[src/rtl/edd_pkg.sv]
// Shared types, constants and arithmetic helpers for the error-diffusion dither.
// No dependencies; the top level, datapath, result queue and testbench import this package.
`timescale 1ns / 1ps
`default_nettype none

package edd_pkg;

    // Frame geometry limits and fixed-point format.
    localparam int MAX_WIDTH  = 1024;
    localparam int MAX_HEIGHT = 1024;
    localparam int FRAC_BITS  = 8;

    localparam int PIX_BITS   = 8;
    localparam int CFG_BITS   = 11;
    localparam int ERR_BITS   = FRAC_BITS + 10;
    localparam int SUM_BITS   = ERR_BITS + 2;
    localparam int COL_BITS   = (MAX_WIDTH > 1) ? $clog2(MAX_WIDTH) : 1;
    localparam int ROW_BITS   = (MAX_HEIGHT > 1) ? $clog2(MAX_HEIGHT) : 1;
    localparam int DIM_BITS   = (COL_BITS > ROW_BITS) ? COL_BITS + 1 : ROW_BITS + 1;
    localparam int BOUND_BITS = (DIM_BITS > CFG_BITS) ? DIM_BITS : CFG_BITS;

    // Diffusion weights, in sixteenths.
    localparam int WEIGHT_SHIFT = 4;
    localparam logic [2:0] W_RIGHT      = 3'd7;
    localparam logic [2:0] W_DOWN_LEFT  = 3'd3;
    localparam logic [2:0] W_DOWN       = 3'd5;
    localparam logic [2:0] W_DOWN_RIGHT = 3'd1;

    // Configuration port.
    localparam int APB_DATA_BITS = 32;
    localparam int APB_ADDR_BITS = 3;
    localparam logic [CFG_BITS-1:0] WIDTH_RESET  = CFG_BITS'(640);
    localparam logic [CFG_BITS-1:0] HEIGHT_RESET = CFG_BITS'(480);

    typedef enum logic {
        REG_IMAGE_WIDTH  = 1'b0,
        REG_IMAGE_HEIGHT = 1'b1
    } reg_idx_t;

    // Result queue.
    localparam int FIFO_DEPTH    = 4;
    localparam int FIFO_PTR_BITS = $clog2(FIFO_DEPTH);
    localparam int FIFO_CNT_BITS = FIFO_PTR_BITS + 1;

    typedef logic signed [ERR_BITS-1:0] err_t;
    typedef logic signed [SUM_BITS-1:0] sum_t;
    typedef logic [COL_BITS-1:0]        col_t;
    typedef logic [ROW_BITS-1:0]        row_t;
    typedef logic [BOUND_BITS-1:0]      bound_t;

    localparam int ERR_MAX_I = (1 << (ERR_BITS - 1)) - 1;
    localparam sum_t SUM_ERR_MAX = SUM_BITS'(ERR_MAX_I);
    localparam sum_t SUM_ERR_MIN = -SUM_ERR_MAX - sum_t'(1);

    // Decision threshold 127.5 and full white 255.0 in fixed point.
    localparam err_t WHITE_LEVEL = ERR_BITS'(255 * (1 << (FRAC_BITS - 1)));
    localparam err_t FULL_SCALE  = ERR_BITS'(255 * (1 << FRAC_BITS));

    // Position information of the item in the compute stage.
    typedef struct packed {
        col_t col;
        logic first_row;
        logic first_col;
        logic last_col;
        logic frame_end;
    } s1_ctrl_t;

    // One write into the next-row error memory.
    typedef struct packed {
        logic en;
        col_t addr;
        err_t data;
    } mem_wr_t;

    typedef struct packed {
        logic dithered_bit;
        logic frame_end;
    } result_t;

    function automatic sum_t ext_err(input err_t e);
        return {{(SUM_BITS - ERR_BITS){e[ERR_BITS-1]}}, e};
    endfunction

    function automatic err_t sat_err(input sum_t x);
        err_t r;
        if (x > SUM_ERR_MAX) begin
            r = SUM_ERR_MAX[ERR_BITS-1:0];
        end else if (x < SUM_ERR_MIN) begin
            r = SUM_ERR_MIN[ERR_BITS-1:0];
        end else begin
            r = x[ERR_BITS-1:0];
        end
        return r;
    endfunction

    // err * weight / 16, rounded toward minus infinity. The result always fits.
    function automatic err_t share16(input err_t e, input logic [2:0] w);
        logic signed [ERR_BITS+3:0] p;
        p = $signed({{4{e[ERR_BITS-1]}}, e}) * $signed({{(ERR_BITS+1){1'b0}}, w});
        return p[ERR_BITS+3:WEIGHT_SHIFT];
    endfunction

    // Zero reads as one, values above the limit saturate to it.
    function automatic bound_t eff_bound(input logic [CFG_BITS-1:0] r, input int maxv);
        bound_t b;
        if (r == '0) begin
            b = BOUND_BITS'(1);
        end else if (int'(r) > maxv) begin
            b = BOUND_BITS'(maxv);
        end else begin
            b = BOUND_BITS'(r);
        end
        return b;
    endfunction

endpackage

`default_nettype wire

[src/rtl/edd_datapath.sv]
// Compute stage of the dither: threshold, error split and the memory write-back.
// Uses edd_pkg; gets the memory read data for the current column from the top level.
`timescale 1ns / 1ps
`default_nettype none

module edd_datapath
    import edd_pkg::*;
(
    input  logic                aclk,
    input  logic                aresetn,
    input  logic                s1_valid,
    input  s1_ctrl_t            s1_ctrl,
    input  logic [PIX_BITS-1:0] s1_pixel,
    input  err_t                rd_data,
    output mem_wr_t             wr,
    output logic                white
);

    // Row-local error terms.
    err_t right_carry_reg, right_carry_next;
    err_t diag_reg, diag_next;

    // Down share of the previous pixel; it still waits for the down-left share
    // of the pixel after it, so it has not been written to memory yet.
    err_t pend_reg, pend_next;
    col_t pend_addr_reg, pend_addr_next;
    logic pend_valid_reg, pend_valid_next;

    // Copy of the last write, for a read that was issued in the same cycle.
    mem_wr_t fwd_reg;

    err_t below_raw, below, rc_term, diag_term, val, err_q;
    err_t s_right, s_down_left, s_down, s_down_right;
    sum_t pix_fx, sum;

    always_comb begin
        // The newest copy of the entry wins.
        priority if (pend_valid_reg && pend_addr_reg == s1_ctrl.col) begin
            below_raw = pend_reg;
        end else if (fwd_reg.en && fwd_reg.addr == s1_ctrl.col) begin
            below_raw = fwd_reg.data;
        end else begin
            below_raw = rd_data;
        end

        below     = s1_ctrl.first_row ? '0 : below_raw;
        rc_term   = s1_ctrl.first_col ? '0 : right_carry_reg;
        diag_term = s1_ctrl.first_col ? '0 : diag_reg;

        pix_fx = $signed({{(SUM_BITS - PIX_BITS - FRAC_BITS){1'b0}}, s1_pixel,
                          {FRAC_BITS{1'b0}}});
        sum    = pix_fx + ext_err(rc_term) + ext_err(below);
        val    = sat_err(sum);
        white  = (val > WHITE_LEVEL);
        err_q  = white ? (val - FULL_SCALE) : val;

        s_right      = share16(err_q, W_RIGHT);
        s_down_left  = share16(err_q, W_DOWN_LEFT);
        s_down       = share16(err_q, W_DOWN);
        s_down_right = share16(err_q, W_DOWN_RIGHT);

        // The pending entry is either completed by this pixel's down-left share
        // or, on the first column, flushed as it stands.
        wr = '0;
        if (s1_valid) begin
            if (!s1_ctrl.first_col) begin
                wr.en   = 1'b1;
                wr.addr = s1_ctrl.col - col_t'(1);
                wr.data = sat_err(ext_err(pend_reg) + ext_err(s_down_left));
            end else if (pend_valid_reg) begin
                wr.en   = 1'b1;
                wr.addr = pend_addr_reg;
                wr.data = pend_reg;
            end
        end

        right_carry_next = right_carry_reg;
        diag_next        = diag_reg;
        pend_next        = pend_reg;
        pend_addr_next   = pend_addr_reg;
        pend_valid_next  = pend_valid_reg;
        if (s1_valid) begin
            right_carry_next = s1_ctrl.last_col ? '0 : s_right;
            diag_next        = s1_ctrl.last_col ? '0 : s_down_right;
            pend_next        = sat_err(ext_err(diag_term) + ext_err(s_down));
            pend_addr_next   = s1_ctrl.col;
            pend_valid_next  = 1'b1;
        end
    end

    always_ff @(posedge aclk) begin
        if (!aresetn) begin
            right_carry_reg <= '0;
            diag_reg        <= '0;
            pend_valid_reg  <= 1'b0;
            fwd_reg         <= '0;
        end else begin
            right_carry_reg <= right_carry_next;
            diag_reg        <= diag_next;
            pend_valid_reg  <= pend_valid_next;
            fwd_reg         <= wr;
        end
    end

    always_ff @(posedge aclk) begin
        pend_reg      <= pend_next;
        pend_addr_reg <= pend_addr_next;
    end

endmodule

`default_nettype wire

[config.mk]
export PLATFORM = sky130hd
export DESIGN_NAME = edd_datapath
export DESIGN_NICKNAME = d
export VERILOG_FILES = /design/src/rtl/edd_pkg.sv /design/src/rtl/edd_datapath.sv
export SDC_FILE = /design/constraint.sdc
export NUM_CORES = 1
export LEC_CHECK = 0
export BUFFER_PORTS_ARGS = -buffer_cell sky130_fd_sc_hd__clkbuf_2
export CORE_MARGIN = 2
export CORE_UTILIZATION = 40
export DETAILED_ROUTE_END_ITERATION = 6
export SYNTH_ARGS = -nofsm -noshare
export SYNTH_HDL_FRONTEND = slang
export SYNTH_SLANG_ARGS = --single-unit
[constraint.sdc]
create_clock -name aclk -period 15.85 [get_ports aclk]
set_clock_uncertainty 0.05 [all_clocks]
set_input_delay 0 -clock aclk [delete_from_list [all_inputs] [get_ports aclk]]
set_output_delay 0 -clock aclk [all_outputs]
set_load 0.02 [all_outputs]
==> flow_summary.yaml <==
timing:
  tns_ns: 0
  fin_crit_ns: 14.05
  final_max_slew_viol_count: 0
  setup_viol: 0
  period_share_pct: 88.6
  slew_headroom_pct: 28.0
  max_freq_mhz: 71.2
  tightest_slew_ns: 1.08
  hold_viol: 0
  rsz0062_at_grt: "false"
cts:
  tritoncts: "yes"
  clock_latency_ns: 0.36
  root_buffer: "clkbuf_16"
  postCtsHoldBufs: 10
  h-tree-depth: 3
  numCtsBuffers: 9
  cts_resized: 0
  clk_path_buf_depth: 2
  path_clk_slew_ns: 0.08
  cts_sinks: 90
  post-cts-setup-buffers: 0
finish:
  nets: 1599
  area_growth_pct: 10.2
  final_layout_size_suffix_gt1_share_pct: 10.3
  num_antenna_cells: 0
  largest_register_ff_count: 29
  fin_util_pct: 45.2
min_path:
  min_path_cells: 2
  hp-class: "primary input to register"
job:
  maxCapViolCount: 0
critical_path:
  crit_fanout: 36
  critPathBufInv: 3
  slowest_stage: "o21ai_0"
  critPathArrivalTime_ns: 14.00
  crit_type: "register to output port"
  end_kind: "output port"
  critical-path-top-delay-family: "compound AO/OA/AOI/OAI gates"
  critPathRequiredTime_ns: 15.80
  reg2reg_depth: 42
  critical_path_depth: 43
  cp-start-kind: "register"
  cp_common_cell: "ha_1"
  cpPeakStageDelay_ns: 0.81
placement:
  place_congestion: 0.926
  numPortBuffers: 71
  dp_hpwl_um: 25000
yosys:
  seq_area_frac_synth_pct: 19.4
  synth_fp_nets: 1542
  synth_most_common_cell: "ha_1"
  avgSynthCellArea_um2: 8.14
  ys_types: 94
  async_flop_share_pct: 0
  synth_edf_count: 28
  synth_seq_cells: 90
  synth_area_um2: 10700
  yosys.area.top_type: "ha_1"
  synthCells: 1320
  synth.top_cell.area_share_pct: 17.7
  synthTopCellsByCount: "ha_1 (152), nor2_1 (145), inv_1 (108)"
  synthTopCellsByArea: "ha_1 (18%), dfxtp_1 (12%), edfxtp_1 (7.8%)"
  yosys_most_used_dff: "dfxtp_1"
  synth_warnings: 0
floorplanning:
  die-height_um: 168
  die-area_um2: 28200
  io_pins: 73
  start_util_pct: 41.0
  coreArea_um2: 26200
  rows: 59
  die_w_um: 168
global_route:
  grt-ovfl-total: 0
  grt_max_degree: 40
  antenna_found_initial: 0
  grtUsageTotal_pct: 22.1
  grt_pass1_wl_um: 49300
  grt_pass1_vias: 9376
routing:
  vias_per_cell: 5.65
  routedWlPerCell_um: 18.1
  ant_nets: 0
  via_count: 9695
  routed_wl_um: 31000
  drt_iter0_markers: 767
  firstDrtPassIters: 5
  post-route-drc-count: 0
run_status:
  status: "finished clean"
[worst paths after layout]
path,from,slack (ns),end
setup reg to reg,pend_addr_reg[7]$_DFFE_PP_,2.30,fwd_reg[3]$_SDFF_PN0_
hold / removal,aresetn,0.09,fwd_reg[27]$_SDFF_PN0_
hold reg to reg,right_carry_reg[17]$_SDFFE_PN0P_,0.42,right_carry_reg[17]$_SDFFE_PN0P_
setup / recovery,pend_addr_reg[7]$_DFFE_PP_,1.80,wr[14]
[cell usage in the layout, fill, tap and decap left out, types with 11 or more instances in the layout]
| cell type | instances |
|---|---|
| mux2i_1 | 20 |
| nand2_1 | 70 |
| xor2_1 | 29 |
| a211oi_1 | 25 |
| dfxtp_1 | 62 |
| a21boi_0 | 12 |
| a22oi_1 | 30 |
| edfxtp_1 | 28 |
| and2_1 | 19 |
| o21a_1 | 19 |
| and3_1 | 11 |
| a21o_1 | 14 |
| nor2b_1 | 38 |
| o21ai_0 | 59 |
| inv_1 | 108 |
| clkbuf_2 | 71 |
| nor3_1 | 38 |
| nand3_1 | 21 |
| buf_4 | 12 |
| a21oi_1 | 89 |
| nand2b_1 | 14 |
| nor2_1 | 144 |
| ha_1 | 152 |
| xnor2_1 | 79 |
| fa_1 | 27 |
[stage by stage]
| step | std cells | worst slack [ns] | instance area [um^2] | hold WS, ns |
|---|---|---|---|---|
| 2_1_floorplan | 1320 | 4.15 | 10700 | 0.0489 |
| 3_3_place_gp | 1691 | 2.52 | 11400 | 0.220 |
| 3_5_place_dp | 1691 | 2.34 | 11400 | 0.226 |
| 4_1_cts | 1717 | 1.92 | 11800 | 0.0836 |
| 5_1_grt | 1717 | 0.760 | 11800 | 0.0999 |
| 6_report | 1717 | 1.80 | 11800 | 0.0894 |
[area by class of cell]
type | instances | area, um^2
fill | 2592 | 14400
sequential | 90 | 2080
clock inverter | 7 | 76.3
timing repair buffer | 93 | 546
inverter | 110 | 413
multi-input combinational | 1073 | 8080
clock buffer | 9 | 225
tap | 335 | 419
[cells by family after synthesis]
group           share of synthesized area (%)
fa+ha+maj                                23.2
buf+inv                                  5.53
simple gates                             18.6
xor+xnor                                 8.96
compound gates                           22.1
mux                                      2.24
flops                                    19.4
[routing by layer]
metal / part of all wire, % / GRT usage [%] / vias to the layer above / wire length, um
li1: - / - / 4832 / -
met1: 48 / 31.2 / 4548 / 14800
met2: 43 / 34.7 / 275 / 13400
met3: 5.8 / 2.91 / 40 / 1780
met4: 3.1 / 7.56 / 0 / 946
met5: 0 / 0 / - / 0
Power is not shown: default switching activity piles up to over one toggle a cycle in this logic, so the estimate is an artifact.
