===== config.mk =====
export PLATFORM = sky130hd
export DESIGN_NAME = edd_out_fifo
export DESIGN_NICKNAME = d
export VERILOG_FILES = /design/src/rtl/edd_pkg.sv /design/src/rtl/edd_out_fifo.sv
export SDC_FILE = /design/constraint.sdc
export NUM_CORES = 1
export LEC_CHECK = 0
export BUFFER_PORTS_ARGS = -buffer_cell sky130_fd_sc_hd__buf_2
export CAP_MARGIN = 20
export CORE_MARGIN = 4
export CORE_UTILIZATION = 30
export CTS_CLUSTER_DIAMETER = 40
export DETAILED_ROUTE_END_ITERATION = 12
export PLACE_DENSITY = 0.59
export SYNTH_ARGS = -nofsm -noshare
export SYNTH_HDL_FRONTEND = slang
export SYNTH_SLANG_ARGS = --single-unit
export TNS_END_PERCENT = 50

===== constraint.sdc =====
create_clock -name aclk -period 1.95 [get_ports aclk]
set_input_delay 0.195 -clock aclk [delete_from_list [all_inputs] [get_ports aclk]]
set_output_delay 0.195 -clock aclk [all_outputs]
set_load 0.05 [all_outputs]

===== src/rtl/edd_pkg.sv =====
// Shared types, constants and arithmetic helpers for the error-diffusion dither.
// No dependencies; the top level, datapath, result queue and testbench import this package.
`timescale 1ns / 1ps
`default_nettype none

package edd_pkg;

    // Frame geometry limits and fixed-point format.
    localparam int MAX_WIDTH  = 1024;
    localparam int MAX_HEIGHT = 1024;
    localparam int FRAC_BITS  = 8;

    localparam int PIX_BITS   = 8;
    localparam int CFG_BITS   = 11;
    localparam int ERR_BITS   = FRAC_BITS + 10;
    localparam int SUM_BITS   = ERR_BITS + 2;
    localparam int COL_BITS   = (MAX_WIDTH > 1) ? $clog2(MAX_WIDTH) : 1;
    localparam int ROW_BITS   = (MAX_HEIGHT > 1) ? $clog2(MAX_HEIGHT) : 1;
    localparam int DIM_BITS   = (COL_BITS > ROW_BITS) ? COL_BITS + 1 : ROW_BITS + 1;
    localparam int BOUND_BITS = (DIM_BITS > CFG_BITS) ? DIM_BITS : CFG_BITS;

    // Diffusion weights, in sixteenths.
    localparam int WEIGHT_SHIFT = 4;
    localparam logic [2:0] W_RIGHT      = 3'd7;
    localparam logic [2:0] W_DOWN_LEFT  = 3'd3;
    localparam logic [2:0] W_DOWN       = 3'd5;
    localparam logic [2:0] W_DOWN_RIGHT = 3'd1;

    // Configuration port.
    localparam int APB_DATA_BITS = 32;
    localparam int APB_ADDR_BITS = 3;
    localparam logic [CFG_BITS-1:0] WIDTH_RESET  = CFG_BITS'(640);
    localparam logic [CFG_BITS-1:0] HEIGHT_RESET = CFG_BITS'(480);

    typedef enum logic {
        REG_IMAGE_WIDTH  = 1'b0,
        REG_IMAGE_HEIGHT = 1'b1
    } reg_idx_t;

    // Result queue.
    localparam int FIFO_DEPTH    = 4;
    localparam int FIFO_PTR_BITS = $clog2(FIFO_DEPTH);
    localparam int FIFO_CNT_BITS = FIFO_PTR_BITS + 1;

    typedef logic signed [ERR_BITS-1:0] err_t;
    typedef logic signed [SUM_BITS-1:0] sum_t;
    typedef logic [COL_BITS-1:0]        col_t;
    typedef logic [ROW_BITS-1:0]        row_t;
    typedef logic [BOUND_BITS-1:0]      bound_t;

    localparam int ERR_MAX_I = (1 << (ERR_BITS - 1)) - 1;
    localparam sum_t SUM_ERR_MAX = SUM_BITS'(ERR_MAX_I);
    localparam sum_t SUM_ERR_MIN = -SUM_ERR_MAX - sum_t'(1);

    // Decision threshold 127.5 and full white 255.0 in fixed point.
    localparam err_t WHITE_LEVEL = ERR_BITS'(255 * (1 << (FRAC_BITS - 1)));
    localparam err_t FULL_SCALE  = ERR_BITS'(255 * (1 << FRAC_BITS));

    // Position information of the item in the compute stage.
    typedef struct packed {
        col_t col;
        logic first_row;
        logic first_col;
        logic last_col;
        logic frame_end;
    } s1_ctrl_t;

    // One write into the next-row error memory.
    typedef struct packed {
        logic en;
        col_t addr;
        err_t data;
    } mem_wr_t;

    typedef struct packed {
        logic dithered_bit;
        logic frame_end;
    } result_t;

    function automatic sum_t ext_err(input err_t e);
        return {{(SUM_BITS - ERR_BITS){e[ERR_BITS-1]}}, e};
    endfunction

    function automatic err_t sat_err(input sum_t x);
        err_t r;
        if (x > SUM_ERR_MAX) begin
            r = SUM_ERR_MAX[ERR_BITS-1:0];
        end else if (x < SUM_ERR_MIN) begin
            r = SUM_ERR_MIN[ERR_BITS-1:0];
        end else begin
            r = x[ERR_BITS-1:0];
        end
        return r;
    endfunction

    // err * weight / 16, rounded toward minus infinity. The result always fits.
    function automatic err_t share16(input err_t e, input logic [2:0] w);
        logic signed [ERR_BITS+3:0] p;
        p = $signed({{4{e[ERR_BITS-1]}}, e}) * $signed({{(ERR_BITS+1){1'b0}}, w});
        return p[ERR_BITS+3:WEIGHT_SHIFT];
    endfunction

    // Zero reads as one, values above the limit saturate to it.
    function automatic bound_t eff_bound(input logic [CFG_BITS-1:0] r, input int maxv);
        bound_t b;
        if (r == '0) begin
            b = BOUND_BITS'(1);
        end else if (int'(r) > maxv) begin
            b = BOUND_BITS'(maxv);
        end else begin
            b = BOUND_BITS'(r);
        end
        return b;
    endfunction

endpackage

`default_nettype wire


===== src/rtl/edd_out_fifo.sv =====
// Small result queue between the compute stage and the output channel.
// Uses edd_pkg for the result type and the depth.
`timescale 1ns / 1ps
`default_nettype none

module edd_out_fifo
    import edd_pkg::*;
(
    input  logic                     aclk,
    input  logic                     aresetn,
    input  logic                     push,
    input  result_t                  push_data,
    input  logic                     pop_ready,
    output logic                     out_valid,
    output result_t                  out_data,
    output logic [FIFO_CNT_BITS-1:0] count
);

    result_t                  entry_reg [FIFO_DEPTH];
    logic [FIFO_PTR_BITS-1:0] wr_ptr_reg, wr_ptr_next;
    logic [FIFO_PTR_BITS-1:0] rd_ptr_reg, rd_ptr_next;
    logic [FIFO_CNT_BITS-1:0] count_reg, count_next;
    logic                     pop;

    assign out_valid = (count_reg != '0);
    assign out_data  = entry_reg[rd_ptr_reg];
    assign count     = count_reg;
    assign pop       = out_valid && pop_ready;

    always_comb begin
        wr_ptr_next = push ? wr_ptr_reg + FIFO_PTR_BITS'(1) : wr_ptr_reg;
        rd_ptr_next = pop ? rd_ptr_reg + FIFO_PTR_BITS'(1) : rd_ptr_reg;
        count_next  = count_reg + FIFO_CNT_BITS'(push) - FIFO_CNT_BITS'(pop);
    end

    always_ff @(posedge aclk) begin
        if (!aresetn) begin
            wr_ptr_reg <= '0;
            rd_ptr_reg <= '0;
            count_reg  <= '0;
        end else begin
            wr_ptr_reg <= wr_ptr_next;
            rd_ptr_reg <= rd_ptr_next;
            count_reg  <= count_next;
        end
    end

    always_ff @(posedge aclk) begin
        if (push) begin
            entry_reg[wr_ptr_reg] <= push_data;
        end
    end

endmodule

`default_nettype wire


==> out/metrics.yaml, run 1 <==
status: "complete, no violations"
critPathArrivalTime_ps: 2090
cellLeakagePower_nw: 0.392
hold_start: "push_data[0]"
path_clk_slew_ps: 90
fillers: 213
syn_avg_cell_area_um2: 14.0
firstDrtPassIters: 4
rows: 17
timing_worst_setup_path_type: "reg -> reg"
num_antenna_cells: 0
synth_cell_types: 16
clockBufferDepth: 2
worstRegToRegCells: 7
holdBufCountCts: 0
skew_ps: 2.85
placed_area_um2: 905
power_density_nw_per_um2: 1330
htreeDepth: 1
wl_mm: 1.06
whs_path_depth: 1
worstSetupStartpointType: "flip-flop"
cts_tree: "built"
drv_slew: 0
hpwl_um: 886
io_pins: 12
vdd_drop_max_mv: 0.491
crit_required_ps: 2130
clock.fmax_mhz: 525
core_um2: 2300
die_h_um: 58.2
final-setup-viol-count: 0
finalHoldViolations: 0
yosysWarnings: 0
syn_area_um2: 756
yosysSeqAreaShare: 0.556
grt_setup_unrepaired: "false"
worstSkewPairLatency_ps: 280
cts.sinks: 17
syn_nets: 67
yosys_register_bits: 17
nets: 86
hold_class: "in -> reg"
fin_area_um2: 938
vias_per_cell: 4.34
area_delta_synth_final_pct: 24.2
initial_core_util: 0.329
numCtsBuffers: 3
endpoint_kind: "flip-flop"
ff2ff_setup_slack_ps: 50
syn_inst: 54
finalPower_w: 0.00125
final-seq-area_um2: 429
wire_per_inst_um: 10.6
dieArea_um2: 3390
io_buffers: 11
drv_cap: 0
remaining_drc_errors: 0
antenna_found_initial: 0
period_minus_slack_ps: 1900
post-route-period-util: 0.976
grt_pass1_wl_mm: 1.70
tightest_slew_ps: 353
dr.first_iter.drc_count: 2
rr_startpoint: "count[1]"
holdPathEnd: "entry_reg[2][0]"
multi_input_comb_area_um2: 348
relSlewSlack: 0.761
root_buffer: "clkbuf_4"
antenna_left: 0
place.gp.congestion: 0.733
die_x_um: 58.2
grt_pass1_vias: 417
drive_above_1_share: 0.375
via_count: 434
r2r_end: "count[2]"
grt_max_degree: 10
grt.total_usage: 0.0723
cts_resized: 0
grt_overflow: 0
cp_max_fo: 3
worst max-delay path by stage:
stage                  start        to  cells past startpoint
finish              count[1]  count[2]                      7
floorplan           count[0]  count[2]                      7
detailed placement  count[0]  count[2]                      7
global placement    count[0]  count[2]                      7
global route        count[1]  count[2]                      7
CTS                 count[0]  count[2]                      7
area by class of cell:
class | count | share of cell area
well taps | 28 | 0.0373
repair buffers | 14 | 0.0827
clock buffers | 4 | 0.0280
flip-flops and latches | 17 | 0.457
multi-input cells | 31 | 0.371
inverters | 6 | 0.0240
per-stage QoR:
step | worst slack, ps | util | instances | hold WS [ps] | setup TNS, ps
3_5_place_dp | 19.2 | 0.394 | 95 | 419 | 0
4_1_cts | 4.24 | 0.405 | 99 | 124 | 0
3_3_place_gp | 34.5 | 0.394 | 95 | 418 | 0
2_1_floorplan | -22.3 | - | 54 | 294 | -22.3
5_1_grt | 5.54 | 0.408 | 100 | 110 | 0
6_report | 46.7 | 0.408 | 100 | 129 | 0
per-layer routing:
layer,global-route usage,wire [um],vias up
li1,-,-,222
met1,0.0663,410,201
met2,0.131,582,7
met3,0.0134,28,4
met4,0.0695,35,0
met5,0,0,-
critical path, cell delays in order (launching register included):
cell,delay (ps)
dfxtp_4,360
o31a_4,360
ha_4,260
inv_2,40
ha_4,150
fa_2,340
xnor3_1,170
and2_1,140
report_power, final:
part,internal [W],total [W],switching [W]
Combinational,0.000243,0.000581,0.000337
Sequential,0.000445,0.000487,0.0000426
Clock,0.0000794,0.000180,0.000101
cells by family (layout without fill, tap and decap cells):
group	Yosys count	after routing	share of synthesized area
flops	17	17	0.556
simple gates	14	14	0.109
fa+ha+maj	7	7	0.126
mux	6	6	0.113
buf+inv	6	24	0.0298
compound gates	2	2	0.0248
xor+xnor	2	2	0.0414
synth_stat cells:
cell	number	area share
and2_1	8	0.066
dfxtp_1	9	0.24
edfxtp_1	8	0.32
fa_1	1	0.026
ha_1	6	0.099
inv_1	6	0.030
mux2i_1	4	0.053
mux4_2	2	0.060
nand2_1	2	0.0099
nand2b_1	2	0.017
nor2b_1	1	0.0083
o311ai_1	1	0.012
o31a_2	1	0.013
or3_1	1	0.0083
xnor3_1	1	0.030
xor2_1	1	0.012
what timing repair did:
item                       4_1_cts  5_1_grt
setup endpoints to repair        0        1
hold endpoints to repair         0        0
setup buffers                    0        1
cell usage in the layout, fill, tap and decap left out:
cell type  count
or3_1          1
mux4_2         2
dfxtp_4        2
xor2_1         1
dfxtp_2        1
xnor3_1        1
dfxtp_1        6
ha_1           4
inv_2          1
fa_2           1
nor2b_1        1
mux2i_1        4
edfxtp_1       8
clkbuf_4       3
nand2_1        2
clkbuf_1       1
ha_4           2
o311ai_1       1
inv_1          5
nand2b_1       2
o31a_4         1
buf_2         11
buf_4          3
and2_1         8
Note: power is estimated with default switching activity, not from simulation.
==> run 2, diff against run 1 <==
Settings changed: PLACE_DENSITY 0.59 to 0.54.
==> run 2 against run 1 <==
Design area did not move; power rose by 1.3%; critical path type unchanged; global-route usage rose by 0.82 points; maximum frequency rose by 0.61%; register-to-register slack barely moved; non-clock buffer count did not move; critical endpoint unchanged; setup slack improved by 12 ps; clock power barely moved; first-iteration DRC count fell by 50%; sequential power rose by 2%; hold slack improved by 11 ps; sequential share of layout area did not move.
==> out/metrics.yaml, run 2 (synthesis results as in run 1) <==
status: "complete, no violations"
finalHoldViolations: 0  # unchanged
final.setup.worst_slack_ps: 58.3  # +11.5 ps
timing_worst_setup_path_type: "reg -> reg"
dr.first_iter.drc_count: 1  # -1
hpwl_um: 981  # +11%
core_um2: 2300  # unchanged
crit_required_ps: 2130  # about the same
grt_max_degree: 10  # unchanged
drv_cap: 0  # unchanged
root_buffer: "clkbuf_4"
die_x_um: 58.2  # unchanged
relSlewSlack: 0.769  # +0.00849
tns_ps: 0  # unchanged
num_antenna_cells: 0  # unchanged
critPathArrivalTime_ps: 2080  # about the same
power_density_nw_per_um2: 1350  # +1.3%
endpoint_kind: "flip-flop"
rows: 17  # unchanged
holdBufCountCts: 0  # unchanged
via_count: 449  # +3.5%
area_delta_synth_final_pct: 24.2  # unchanged
final-setup-viol-count: 0  # unchanged
finalPower_w: 0.00126  # +1.3%
wire_per_inst_um: 11.9  # +13%
layout_commonest_cell: "buf_2"
initial_core_util: 0.329  # unchanged
tightest_slew_ps: 341  # -12.5 ps
worstSkewPairLatency_ps: 280  # about the same
vdd_drop_max_mv: 0.884  # +80%
grt.total_usage: 0.0805  # +0.00819
grt_pass1_wl_mm: 1.95  # +15%
post-route-period-util: 0.970  # -0.00592
place.gp.congestion: 0.709  # -3.2%
drive_above_1_share: 0.375  # unchanged
period_minus_slack_ps: 1890  # -11.5 ps
dieArea_um2: 3390  # unchanged
numCtsBuffers: 3  # unchanged
grt_pass1_vias: 432  # +3.6%
remaining_drc_errors: 0  # unchanged
cts.sinks: 17  # unchanged
hold_class: "in -> reg"
antenna_found_initial: 0  # unchanged
io_buffers: 11  # unchanged
skew_ps: 11.4  # +8.55 ps
utilization: 0.408  # unchanged
cp_max_fo: 4  # +1
clockBufferDepth: 2  # unchanged
worst_hold_slack_ps: 140  # +11.0 ps
wl_mm: 1.19  # +13%
grt_setup_unrepaired: "true"
drv_slew: 0  # unchanged
cellLeakagePower_nw: 0.392  # about the same
dp_slack_ps: 12.2  # -7.00 ps
vias_per_cell: 4.49  # +3.5%
grt_overflow: 0  # unchanged
io_pins: 12  # unchanged
worstSetupStartpointType: "flip-flop"
htreeDepth: 1  # unchanged
cts_tree: "built"
nets: 86  # unchanged
clock.fmax_mhz: 529  # +0.61%
die_h_um: 58.2  # unchanged
antenna_left: 0  # unchanged
firstDrtPassIters: 4  # unchanged
path_clk_slew_ps: 100  # about the same
mostFrequentLayoutCells: "buf_2, and2_1, edfxtp_1"
-- run 2: worst max-delay path, stage by stage (launching register included) --
cell and delay, ps:
dfxtp_4 360, o31a_4 360, ha_4 270, inv_2 40, ha_4 150, fa_2 320
xnor3_1 170, and2_1 140
-- run 2: repair_timing --
action                                  CTS  global route
endpoints found under the setup margin    1             1
resized for setup                         0             0
gates cloned                              0             0
setup buffers                             0             2
pin swaps                                 1             3
-- run 2: cell type report --
class	count	area (um2)
fill	226	1360
inverter	6	22.5
sequential	17	429
clock buffer	4	26.3
multi-input combinational	31	348
timing repair buffer	14	77.6
tap	28	35.0
-- run 2: through the flow --
stage | instances | instance area, um2
after global routing | 100 | 938
final | 100 | 938
after floorplan | 54 | 800
after CTS | 98 | 923
after global placement | 94 | 897
after detailed placement | 94 | 897
-- run 2: routing by layer --
| layer | up-vias | track usage | share of wire |
|---|---|---|---|
| met4 | 0 | 0.0397 | 0.014 |
| met5 | - | 0 | 0 |
| met3 | 2 | 0.0290 | 0.039 |
| met2 | 7 | 0.126 | 0.46 |
| li1 | 221 | - | - |
| met1 | 219 | 0.0975 | 0.48 |
-- run 2: final timing paths --
| check | endpoint | slack (ps) | depth (start not counted) | from |
|---|---|---|---|---|
| hold / removal | entry_reg[1][0] | 140 | 1 | push_data[0] |
| setup reg to reg | count[2] | 60 | 7 | count[0] |
| hold reg to reg | rd_ptr_reg[1] | 490 | 2 | rd_ptr_reg[1] |
| setup / recovery | count[2] | 60 | 7 | count[0] |
-- run 2: where the power goes --
part | leakage, nW | internal, W | total, W | switching (W)
clock | 0.0150 | 0.0000791 | 0.000179 | 0.000100
sequential | 0.149 | 0.000445 | 0.000495 | 0.0000506
combinational | 0.228 | 0.000250 | 0.000590 | 0.000340
